**src/rtl/ldss_pkg.sv**
```systemverilog
// Shared types and constants for the LED display serial command sequencer.
// No dependencies; every other file of the block imports this package.
`timescale 1ns / 1ps

package ldss_pkg;

  localparam int unsigned GRID_W = 5;

  typedef enum logic [1:0] {
    OP_FRAME  = 2'd0,
    OP_ON     = 2'd1,
    OP_OFF    = 2'd2,
    OP_BRIGHT = 2'd3
  } op_t;

  typedef enum logic [1:0] {
    SYM_START  = 2'd0,
    SYM_BYTE   = 2'd1,
    SYM_STOP   = 2'd2,
    SYM_REJECT = 2'd3
  } sym_kind_t;

  localparam logic [7:0] CMD_WRITE_MODE = 8'h40;
  localparam logic [7:0] CMD_ADDR_FIRST = 8'hC0;
  localparam logic [7:0] CMD_SHOW       = 8'h88;
  localparam logic [7:0] CMD_BLANK      = 8'h80;
  localparam logic [7:0] PAD_BYTE       = 8'h00;
  localparam logic [2:0] BRIGHT_MAX     = 3'd7;

  // One classified request, as handed from the front end to the back end.
  typedef struct packed {
    logic              header;
    logic              pix_en;
    logic [7:0]        pix;
    logic [GRID_W-1:0] pad;
    logic              close;
    logic              ctrl;
    logic [7:0]        cmd;
    logic              reject;
  } job_t;

endpackage

```
**src/rtl/ldss_if.sv**
```systemverilog
// Valid/ready channel interfaces for requests and bus symbols.
// Depends on ldss_pkg for the field types.
`timescale 1ns / 1ps

interface ldss_req_if import ldss_pkg::*; ();
  logic       valid;
  logic       ready;
  logic [1:0] op;
  logic [7:0] pixel_byte;
  logic       frame_end;
  logic [7:0] level;

  modport source (output valid, op, pixel_byte, frame_end, level, input ready);
  modport sink   (input valid, op, pixel_byte, frame_end, level, output ready);
endinterface

interface ldss_sym_if import ldss_pkg::*; ();
  logic       valid;
  logic       ready;
  logic [1:0] kind;
  logic [7:0] value;
  logic       run_end;

  modport source (output valid, kind, value, run_end, input ready);
  modport sink   (input valid, kind, value, run_end, output ready);
endinterface

```
**src/rtl/led_display_serial_command_sequencer.sv**
```systemverilog
// Usage notes
// Requests arrive on the req channel (op, pixel_byte, frame_end, level) and
// bus symbols leave on the sym channel (kind, value, run_end); both are
// valid/ready channels and a transaction completes when valid and ready are
// high at a rising clock edge.
// The front end classifies each request in the cycle it is accepted and
// places a job in a two-entry queue, so req stays ready while that queue has
// room. The back end takes one job per pass: it loads the job while idle,
// then emits one symbol per cycle while sym is not stalled. The first symbol
// of a request passes through the queue, the job load and the output
// register; the longest request is a 25-symbol frame close, and the output
// register paces everything when the receiver stalls.
// Requests that cause no symbols use no queue entry.
// Synchronous reset returns brightness to seven, the display to off, closes
// any open frame and empties the queue and the output stage.
// Depends on ldss_pkg, ldss_if, ldss_front, ldss_queue and ldss_back.
`timescale 1ns / 1ps

module led_display_serial_command_sequencer import ldss_pkg::*; #(
  parameter int unsigned GRIDS = 16
) (
  input  logic       clk,
  input  logic       rst,
  ldss_req_if.sink   req,
  ldss_sym_if.source sym
);

  logic push, q_full, pop, q_valid;
  job_t push_job, q_job;

  ldss_front #(.GRIDS(GRIDS)) u_front (
    .clk      (clk),
    .rst      (rst),
    .req      (req),
    .q_full   (q_full),
    .push     (push),
    .push_job (push_job)
  );

  ldss_queue u_queue (
    .clk      (clk),
    .rst      (rst),
    .push     (push),
    .push_job (push_job),
    .full     (q_full),
    .pop      (pop),
    .q_valid  (q_valid),
    .q_job    (q_job)
  );

  ldss_back u_back (
    .clk     (clk),
    .rst     (rst),
    .q_valid (q_valid),
    .q_job   (q_job),
    .pop     (pop),
    .sym     (sym)
  );

endmodule

```
**src/rtl/ldss_front.sv**
```systemverilog
// Front end: accepts requests, keeps display and frame state, and turns each
// request into a job descriptor. Depends on ldss_pkg and ldss_if.
`timescale 1ns / 1ps

module ldss_front import ldss_pkg::*; #(
  parameter int unsigned GRIDS = 16
) (
  input  logic            clk,
  input  logic            rst,
  ldss_req_if.sink        req,
  input  logic            q_full,
  output logic            push,
  output job_t            push_job
);

  localparam logic [GRID_W-1:0] GridsC = GRID_W'(GRIDS);

  logic [2:0]        bright_level, bright_level_next;
  logic              shown, shown_next;
  logic              in_frame, in_frame_next;
  logic [GRID_W-1:0] grid_count, grid_count_next;

  logic              accept;
  logic              want_push;
  logic [GRID_W-1:0] g0, g1;
  logic [7:0]        show_cmd;

  assign req.ready = !q_full;
  assign accept    = req.valid && req.ready;
  assign push      = accept && want_push;
  assign show_cmd  = CMD_SHOW | {5'd0, bright_level};

  always_comb begin
    bright_level_next = bright_level;
    shown_next        = shown;
    in_frame_next     = in_frame;
    grid_count_next   = grid_count;
    want_push         = 1'b0;
    push_job          = '0;
    g0                = in_frame ? grid_count : '0;
    g1                = g0;
    unique case (op_t'(req.op))
      OP_FRAME: begin
        push_job.header = !in_frame;
        push_job.pix_en = g0 < GridsC;
        push_job.pix    = req.pixel_byte;
        g1 = push_job.pix_en ? g0 + GRID_W'(1) : g0;
        if (req.frame_end) begin
          push_job.pad   = GridsC - g1;
          push_job.close = 1'b1;
          push_job.ctrl  = 1'b1;
          push_job.cmd   = shown ? show_cmd : CMD_BLANK;
          in_frame_next   = 1'b0;
          grid_count_next = '0;
        end else begin
          in_frame_next   = 1'b1;
          grid_count_next = g1;
        end
        want_push = push_job.pix_en || req.frame_end;
      end
      OP_ON: begin
        shown_next    = 1'b1;
        push_job.ctrl = 1'b1;
        push_job.cmd  = show_cmd;
        want_push     = 1'b1;
      end
      OP_OFF: begin
        shown_next    = 1'b0;
        push_job.ctrl = 1'b1;
        push_job.cmd  = CMD_BLANK;
        want_push     = 1'b1;
      end
      OP_BRIGHT: begin
        if (req.level > {5'd0, BRIGHT_MAX}) begin
          push_job.reject = 1'b1;
          want_push       = 1'b1;
        end else begin
          bright_level_next = req.level[2:0];
          push_job.ctrl     = 1'b1;
          push_job.cmd      = CMD_SHOW | {5'd0, req.level[2:0]};
          want_push         = shown;
        end
      end
      default: ;
    endcase
  end

  always_ff @(posedge clk) begin
    if (rst) begin
      bright_level <= BRIGHT_MAX;
      shown        <= 1'b0;
      in_frame     <= 1'b0;
      grid_count   <= '0;
    end else if (accept) begin
      bright_level <= bright_level_next;
      shown        <= shown_next;
      in_frame     <= in_frame_next;
      grid_count   <= grid_count_next;
    end
  end

endmodule

```
**src/rtl/ldss_queue.sv**
```systemverilog
// Two-entry job queue between the front end and the symbol generator.
// Depends on ldss_pkg for the job descriptor.
`timescale 1ns / 1ps

module ldss_queue import ldss_pkg::*; (
  input  logic clk,
  input  logic rst,
  input  logic push,
  input  job_t push_job,
  output logic full,
  input  logic pop,
  output logic q_valid,
  output job_t q_job
);

  job_t       slots [2];
  logic       wr_ptr, rd_ptr;
  logic [1:0] count;

  assign full    = count == 2'd2;
  assign q_valid = count != 2'd0;
  assign q_job   = slots[rd_ptr];

  always_ff @(posedge clk) begin
    if (push) begin
      slots[wr_ptr] <= push_job;
    end
  end

  always_ff @(posedge clk) begin
    if (rst) begin
      wr_ptr <= 1'b0;
      rd_ptr <= 1'b0;
      count  <= 2'd0;
    end else begin
      if (push) begin
        wr_ptr <= !wr_ptr;
      end
      if (pop) begin
        rd_ptr <= !rd_ptr;
      end
      count <= count + {1'b0, push} - {1'b0, pop};
    end
  end

  a_no_overflow: assert property (@(posedge clk) disable iff (rst) push |-> !full)
    else $error("job pushed into a full queue");
  a_no_underflow: assert property (@(posedge clk) disable iff (rst) pop |-> q_valid)
    else $error("job popped from an empty queue");
  a_count_range: assert property (@(posedge clk) disable iff (rst) count <= 2'd2)
    else $error("queue occupancy out of range");

endmodule

```
**src/rtl/ldss_back.sv**
```systemverilog
// Back end: steps through one job at a time and emits its bus symbols into
// a registered output stage. Depends on ldss_pkg and ldss_if.
`timescale 1ns / 1ps

module ldss_back import ldss_pkg::*; (
  input  logic       clk,
  input  logic       rst,
  input  logic       q_valid,
  input  job_t       q_job,
  output logic       pop,
  ldss_sym_if.source sym
);

  typedef enum logic [3:0] {
    PH_IDLE   = 4'd0,
    PH_HDR    = 4'd1,
    PH_PIX    = 4'd2,
    PH_PAD    = 4'd3,
    PH_STOP   = 4'd4,
    PH_CSTART = 4'd5,
    PH_CBYTE  = 4'd6,
    PH_CSTOP  = 4'd7,
    PH_REJ    = 4'd8
  } phase_t;

  phase_t            phase, phase_next;
  job_t              job;
  logic [2:0]        hdr_idx;
  logic [GRID_W-1:0] pad_left;
  logic              out_free;
  sym_kind_t         kind_next;
  logic [7:0]        value_next;

  // First phase at or after 'from' that the job actually needs.
  function automatic phase_t first_from(input phase_t from, input job_t j);
    phase_t r;
    priority if (from <= PH_HDR && j.header) r = PH_HDR;
    else if (from <= PH_PIX && j.pix_en) r = PH_PIX;
    else if (from <= PH_PAD && j.pad != '0) r = PH_PAD;
    else if (from <= PH_STOP && j.close) r = PH_STOP;
    else if (from <= PH_CSTART && j.ctrl) r = PH_CSTART;
    else if (from <= PH_REJ && j.reject) r = PH_REJ;
    else r = PH_IDLE;
    return r;
  endfunction

  assign out_free = !sym.valid || sym.ready;
  assign pop      = phase == PH_IDLE && q_valid;

  always_comb begin
    kind_next  = SYM_START;
    value_next = 8'h00;
    phase_next = PH_IDLE;
    unique case (phase)
      PH_IDLE: phase_next = PH_IDLE;
      PH_HDR: begin
        unique case (hdr_idx)
          3'd1: begin kind_next = SYM_BYTE; value_next = CMD_WRITE_MODE; end
          3'd2: kind_next = SYM_STOP;
          3'd4: begin kind_next = SYM_BYTE; value_next = CMD_ADDR_FIRST; end
          default: kind_next = SYM_START;
        endcase
        phase_next = (hdr_idx == 3'd4) ? first_from(PH_PIX, job) : PH_HDR;
      end
      PH_PIX: begin
        kind_next  = SYM_BYTE;
        value_next = job.pix;
        phase_next = first_from(PH_PAD, job);
      end
      PH_PAD: begin
        kind_next  = SYM_BYTE;
        value_next = PAD_BYTE;
        phase_next = (pad_left == GRID_W'(1)) ? first_from(PH_STOP, job) : PH_PAD;
      end
      PH_STOP: begin
        kind_next  = SYM_STOP;
        phase_next = first_from(PH_CSTART, job);
      end
      PH_CSTART: phase_next = PH_CBYTE;
      PH_CBYTE: begin
        kind_next  = SYM_BYTE;
        value_next = job.cmd;
        phase_next = PH_CSTOP;
      end
      PH_CSTOP: begin
        kind_next  = SYM_STOP;
        phase_next = first_from(PH_REJ, job);
      end
      PH_REJ: begin
        kind_next  = SYM_REJECT;
        phase_next = PH_IDLE;
      end
      default: phase_next = PH_IDLE;
    endcase
  end

  always_ff @(posedge clk) begin
    if (rst) begin
      phase     <= PH_IDLE;
      sym.valid <= 1'b0;
      hdr_idx   <= 3'd0;
      pad_left  <= '0;
    end else begin
      // A job is only loaded while idle, so the two branches below never
      // update the same register in one cycle.
      if (phase != PH_IDLE && out_free) begin
        sym.valid   <= 1'b1;
        sym.kind    <= kind_next;
        sym.value   <= value_next;
        sym.run_end <= phase_next == PH_IDLE;
        phase       <= phase_next;
        if (phase == PH_HDR) begin
          hdr_idx <= hdr_idx + 3'd1;
        end
        if (phase == PH_PAD) begin
          pad_left <= pad_left - GRID_W'(1);
        end
      end else if (sym.ready) begin
        sym.valid <= 1'b0;
      end
      if (pop) begin
        job      <= q_job;
        pad_left <= q_job.pad;
        hdr_idx  <= 3'd0;
        phase    <= first_from(PH_HDR, q_job);
      end
    end
  end

  a_reject_alone: assert property (@(posedge clk) disable iff (rst)
      sym.valid && sym.kind == SYM_REJECT |-> sym.run_end && sym.value == 8'h00)
    else $error("rejection symbol not a lone final symbol");
  a_value_only_bytes: assert property (@(posedge clk) disable iff (rst)
      sym.valid && sym.kind != SYM_BYTE |-> sym.value == 8'h00)
    else $error("non-byte symbol carries a value");
  a_pad_counts_down: assert property (@(posedge clk) disable iff (rst)
      phase == PH_PAD |-> pad_left != '0)
    else $error("padding phase with nothing left to pad");

endmodule
```
**src/flat_wrapper.sv**
```systemverilog
// flat-port wrapper written by rule: the top's interface ports become plain ports
module led_display_serial_command_sequencer_flat import ldss_pkg::*;
#(
  parameter int unsigned GRIDS = 16
)
  (clk, rst, req_valid, req_op, req_pixel_byte, req_frame_end, req_level, req_ready, sym_valid, sym_kind, sym_value, sym_run_end, sym_ready);
  ldss_req_if req_i ();
  ldss_sym_if sym_i ();
  input  logic clk;
  input  logic rst;
  input wire logic [$bits(req_i.valid)-1:0] req_valid;
  input wire logic [$bits(req_i.op)-1:0] req_op;
  input wire logic [$bits(req_i.pixel_byte)-1:0] req_pixel_byte;
  input wire logic [$bits(req_i.frame_end)-1:0] req_frame_end;
  input wire logic [$bits(req_i.level)-1:0] req_level;
  output wire logic [$bits(req_i.ready)-1:0] req_ready;
  output wire logic [$bits(sym_i.valid)-1:0] sym_valid;
  output wire logic [$bits(sym_i.kind)-1:0] sym_kind;
  output wire logic [$bits(sym_i.value)-1:0] sym_value;
  output wire logic [$bits(sym_i.run_end)-1:0] sym_run_end;
  input wire logic [$bits(sym_i.ready)-1:0] sym_ready;
  assign req_i.valid = req_valid;
  assign req_i.op = req_op;
  assign req_i.pixel_byte = req_pixel_byte;
  assign req_i.frame_end = req_frame_end;
  assign req_i.level = req_level;
  assign req_ready = req_i.ready;
  assign sym_valid = sym_i.valid;
  assign sym_kind = sym_i.kind;
  assign sym_value = sym_i.value;
  assign sym_run_end = sym_i.run_end;
  assign sym_i.ready = sym_ready;
  led_display_serial_command_sequencer #(.GRIDS(GRIDS)) u_core (.clk(clk), .rst(rst), .req(req_i), .sym(sym_i));
endmodule
```
**config.mk**
```make
export PLATFORM = sky130hd
export DESIGN_NAME = led_display_serial_command_sequencer_flat
export DESIGN_NICKNAME = d
export VERILOG_FILES = /design/src/rtl/ldss_pkg.sv /design/src/rtl/ldss_if.sv /design/src/rtl/led_display_serial_command_sequencer.sv /design/src/rtl/ldss_front.sv /design/src/rtl/ldss_queue.sv /design/src/rtl/ldss_back.sv /design/src/flat_wrapper.sv
export SDC_FILE = /design/constraint.sdc
export NUM_CORES = 1
export LEC_CHECK = 0
export BUFFER_PORTS_ARGS = -buffer_cell sky130_fd_sc_hd__buf_2
export CORE_ASPECT_RATIO = 0.9
export CORE_UTILIZATION = 45
export CTS_BUF_LIST = sky130_fd_sc_hd__clkbuf_8 sky130_fd_sc_hd__clkbuf_16
export CTS_CLUSTER_DIAMETER = 50
export DETAILED_ROUTE_END_ITERATION = 7
export GPL_TIMING_DRIVEN = 0
export PLACE_DENSITY = 0.72
export SLEW_MARGIN = 25
export SYNTH_ARGS = -nofsm -noshare
export SYNTH_HDL_FRONTEND = slang
export SYNTH_SLANG_ARGS = --single-unit
```
**constraint.sdc**
```tcl
create_clock -name clk -period 3.11 [get_ports clk]
set_input_delay 0.311 -clock clk [delete_from_list [all_inputs] [get_ports clk]]
set_output_delay 0.311 -clock clk [all_outputs]
set_load 0.05 [all_outputs]
```
==> impl_results.md <==
* Design Power at 0.004500 W
* Via count at 3,168
* Failing checks: design-rule violations
* Most frequent cells in the layout: edfxtp_1, buf_2, nor2_1
* Rel. slew slack at 32.08%
* Total wire length at 8871 um
* Yosys reg bits at 104
* Post-CTS sizing at 0
* FP Rows at 35
* Nets at 479
* Status: complete, but fails checks
* Core Footprint at 10,330 sq um
* Area growth syn-to-layout at 13.81%
* Worst Path Required at 3320 ps
* Final setup fails at 0
* Num CTS Buffers at 9
* Die X at 111.0 um
* Tmin final at 2681 ps
* Ys flop type: edfxtp_1
* Initial antenna violation count at 0
* Ports at 36
* Routed WL per cell at 15.43 um
* Crit path DAT at 2890 ps
* # diodes at 0
* DP Cell Count at 560
* Post-DP HPWL at 6250 um
* Full die area at 11,110 sq um
* Number of remaining DRC errors at 6
* Synth cell types at 57
* Static Leak at 1.970 nW
* Ratio of total power to cell area at 821.8 nW/um^2
* Vias in the first global route at 3,118
* Hold Fails Final Rpt at 0
* Worst hold slack at 189.4 ps
* Max-slew violation count at 0
* Met2 usage at 28.35%
* Flop-to-flop setup slack at 430 ps
* RSZ-0062 raised after global routing: false
* Clock Sink Count at 104
* Initial Util at 46.56%
* Mean Syn Cell Area at 12.15 sq um
* Most Used Layer, Global Route: met2
* Drt first-iter violations at 178
* Fillers at 876
* Post-synth ARST share at 0%
* Synth area leaders: edfxtp_1, dfxtp_1, mux2_2
* Total of max-cap violations at 0
* Largest net degree at the start of global routing at 23
* Layout Cell Area excl Fill at 5477 sq um
* Gpl congestion at 0.8580
* Maximum vdd drop at 443.5 uV
* Post-Syn Nets at 433
* Clock buffer depth at 2
* Synth Warn # at 0
* Root Driver: clkbuf_16
* Synth area leader: edfxtp_1
* Synthesized instance count at 396
* Total GRT Usage at 17.35%
* Least-Margin Pin Slew at 1015 ps
* Final worst-path cycle share at 86.21%
* CTS tree: built
* Die Y at 100.1 um
* Vias per Instance at 5.510
* Top-area cell type share of the netlist area at 47.43%
* Most common cell after layout, fill and taps aside: edfxtp_1
* Clock latency on the worst-skew pair at 350 ps
* Post-route ant nets at 0
* Area after DPL at 5165 sq um
* Critical Path Source Type: register
* Critical path type: register to register
* Clock-pin slew on the worst setup and hold paths at 60 ps
* CTS Hold Bufs at 0
* Share of cells above drive strength 1 at 21.08%
* Max FO, Critical Path at 10
* Post-CTS Setup Inserts at 0
* I/O Buffers at 34
* Overflow after GRT at 0
* F_max at 373.0 MHz
* Worst Setup End Kind: register
* Met1 Track Usage GR at 21.62%
* Hold WC Path Type: input port to register
* Post-synth EDFFs at 76
* First-pass GRT wire length at 14,940 um
* Register area share after synthesis at 59.07%
* Post-synthesis cell area at 4812 sq um
* Total number of H-tree levels at 3
* Post-route insts no fill at 575
* Global Route met3 Usage at 5.616%
* Skew final at 6.309 ps
* Drt first pass iters at 6
-- area by class of cell --
| class | instances | area (sq um) | area share (%) |
|---|---|---|---|
| clock buffers | 9 | 225.2 | 4.112 |
| well taps | 129 | 161.4 | 2.947 |
| repair buffers | 35 | 181.4 | 3.313 |
| flip-flops and latches | 104 | 2843 | 51.91 |
| multi-input cells | 258 | 1836 | 33.52 |
| plain buffers | 16 | 77.57 | 1.416 |
| inverters | 18 | 67.56 | 1.234 |
| clock inverters | 6 | 85.08 | 1.554 |
-- cell families (layout without fill, tap and decap cells) --
logic type                 count (synthesis)  count (layout)  share of synthesized area [%]
AOI/OAI and AO/OA                         62              62                          8.711
xor gates and xnor gates                  11              11                          2.002
adders and majority gates                 14              14                          3.640
buffers and inverters                     34              84                          3.016
DFF                                      104             104                          59.07
muxes                                     32              32                          7.228
and+or+nand+nor                          139             139                          16.33
-- layer usage --
layer,share of wire (%),vias up
li1,-,1549
met1,48,1523
met2,46,74
met3,4.3,22
met4,1.8,0
met5,0,-
-- final timing paths --
kind,to,from,cells past startpoint
max,u_core.u_queue.count[1]$_SDFF_PP0_,u_core.u_back.phase[1]$_SDFFE_PP0P_,11
min,u_core.u_front.bright_level[0]$_SDFFE_PP1P_,req_level[0],2
max reg2reg,u_core.u_queue.count[1]$_SDFF_PP0_,u_core.u_back.phase[1]$_SDFFE_PP0P_,11
min reg2reg,u_core.u_back.pad_left[3]$_SDFFE_PP0P_,u_core.u_back.pad_left[3]$_SDFFE_PP0P_,2
-- sequential cells by signal, summed over array words and instances (netlist names), 2 cells and up, named ones only --
signal and cells:
u_core.u_back.hdr_idx 3, u_core.u_back.job 21, u_core.u_back.pad_left 5, u_core.u_back.phase 4, u_core.u_back.sym.kind 2, u_core.u_back.sym.value 8
u_core.u_front.bright_level 3, u_core.u_front.grid_count 5, u_core.u_queue.count 2, u_core.u_queue.slots 44
-- synthesized netlist by cell type (all sizes together), types with 12 or more instances --
| cell type | count |
|---|---|
| and2 | 16 |
| mux2 | 22 |
| nor3 | 13 |
| ha | 14 |
| a21oi | 16 |
| edfxtp | 76 |
| o21ai | 12 |
| nor2b | 15 |
| nor2 | 38 |
| nand2 | 18 |
| inv | 18 |
| dfxtp | 28 |
-- worst max-delay path, stage by stage, from the launching register on --
cell and delay (ps):
dfxtp_1 290, buf_2 160, nor4_2 450, o21ai_1 410, inv_1 150, buf_2 250, ha_1 270, inv_1 60
ha_1 150, xor2_1 170, xnor2_1 140, nor2_1 60
-- report_power, final --
group | switching (W) | total, W | internal, W
Clock | 0.000482 | 0.00118 | 0.000699
Sequential | 0.000118 | 0.00192 | 0.00180
Combinational | 0.000910 | 0.00140 | 0.000487
Total | 0.00151 | 0.00450 | 0.00299
-- metrics by stage --
step / worst slack [ps] / setup TNS [ps] / util [%]
final: 428.8 / 0 / 52.99
after CTS: 365.3 / 0 / 52.98
after global placement: -413.2 / -9065 / 49.77
after detailed placement: 249.7 / 0 / 49.98
after floorplan: 181.5 / 0 / -
after global routing: 238.5 / 0 / 52.99
(Power assumes the default switching activity.)
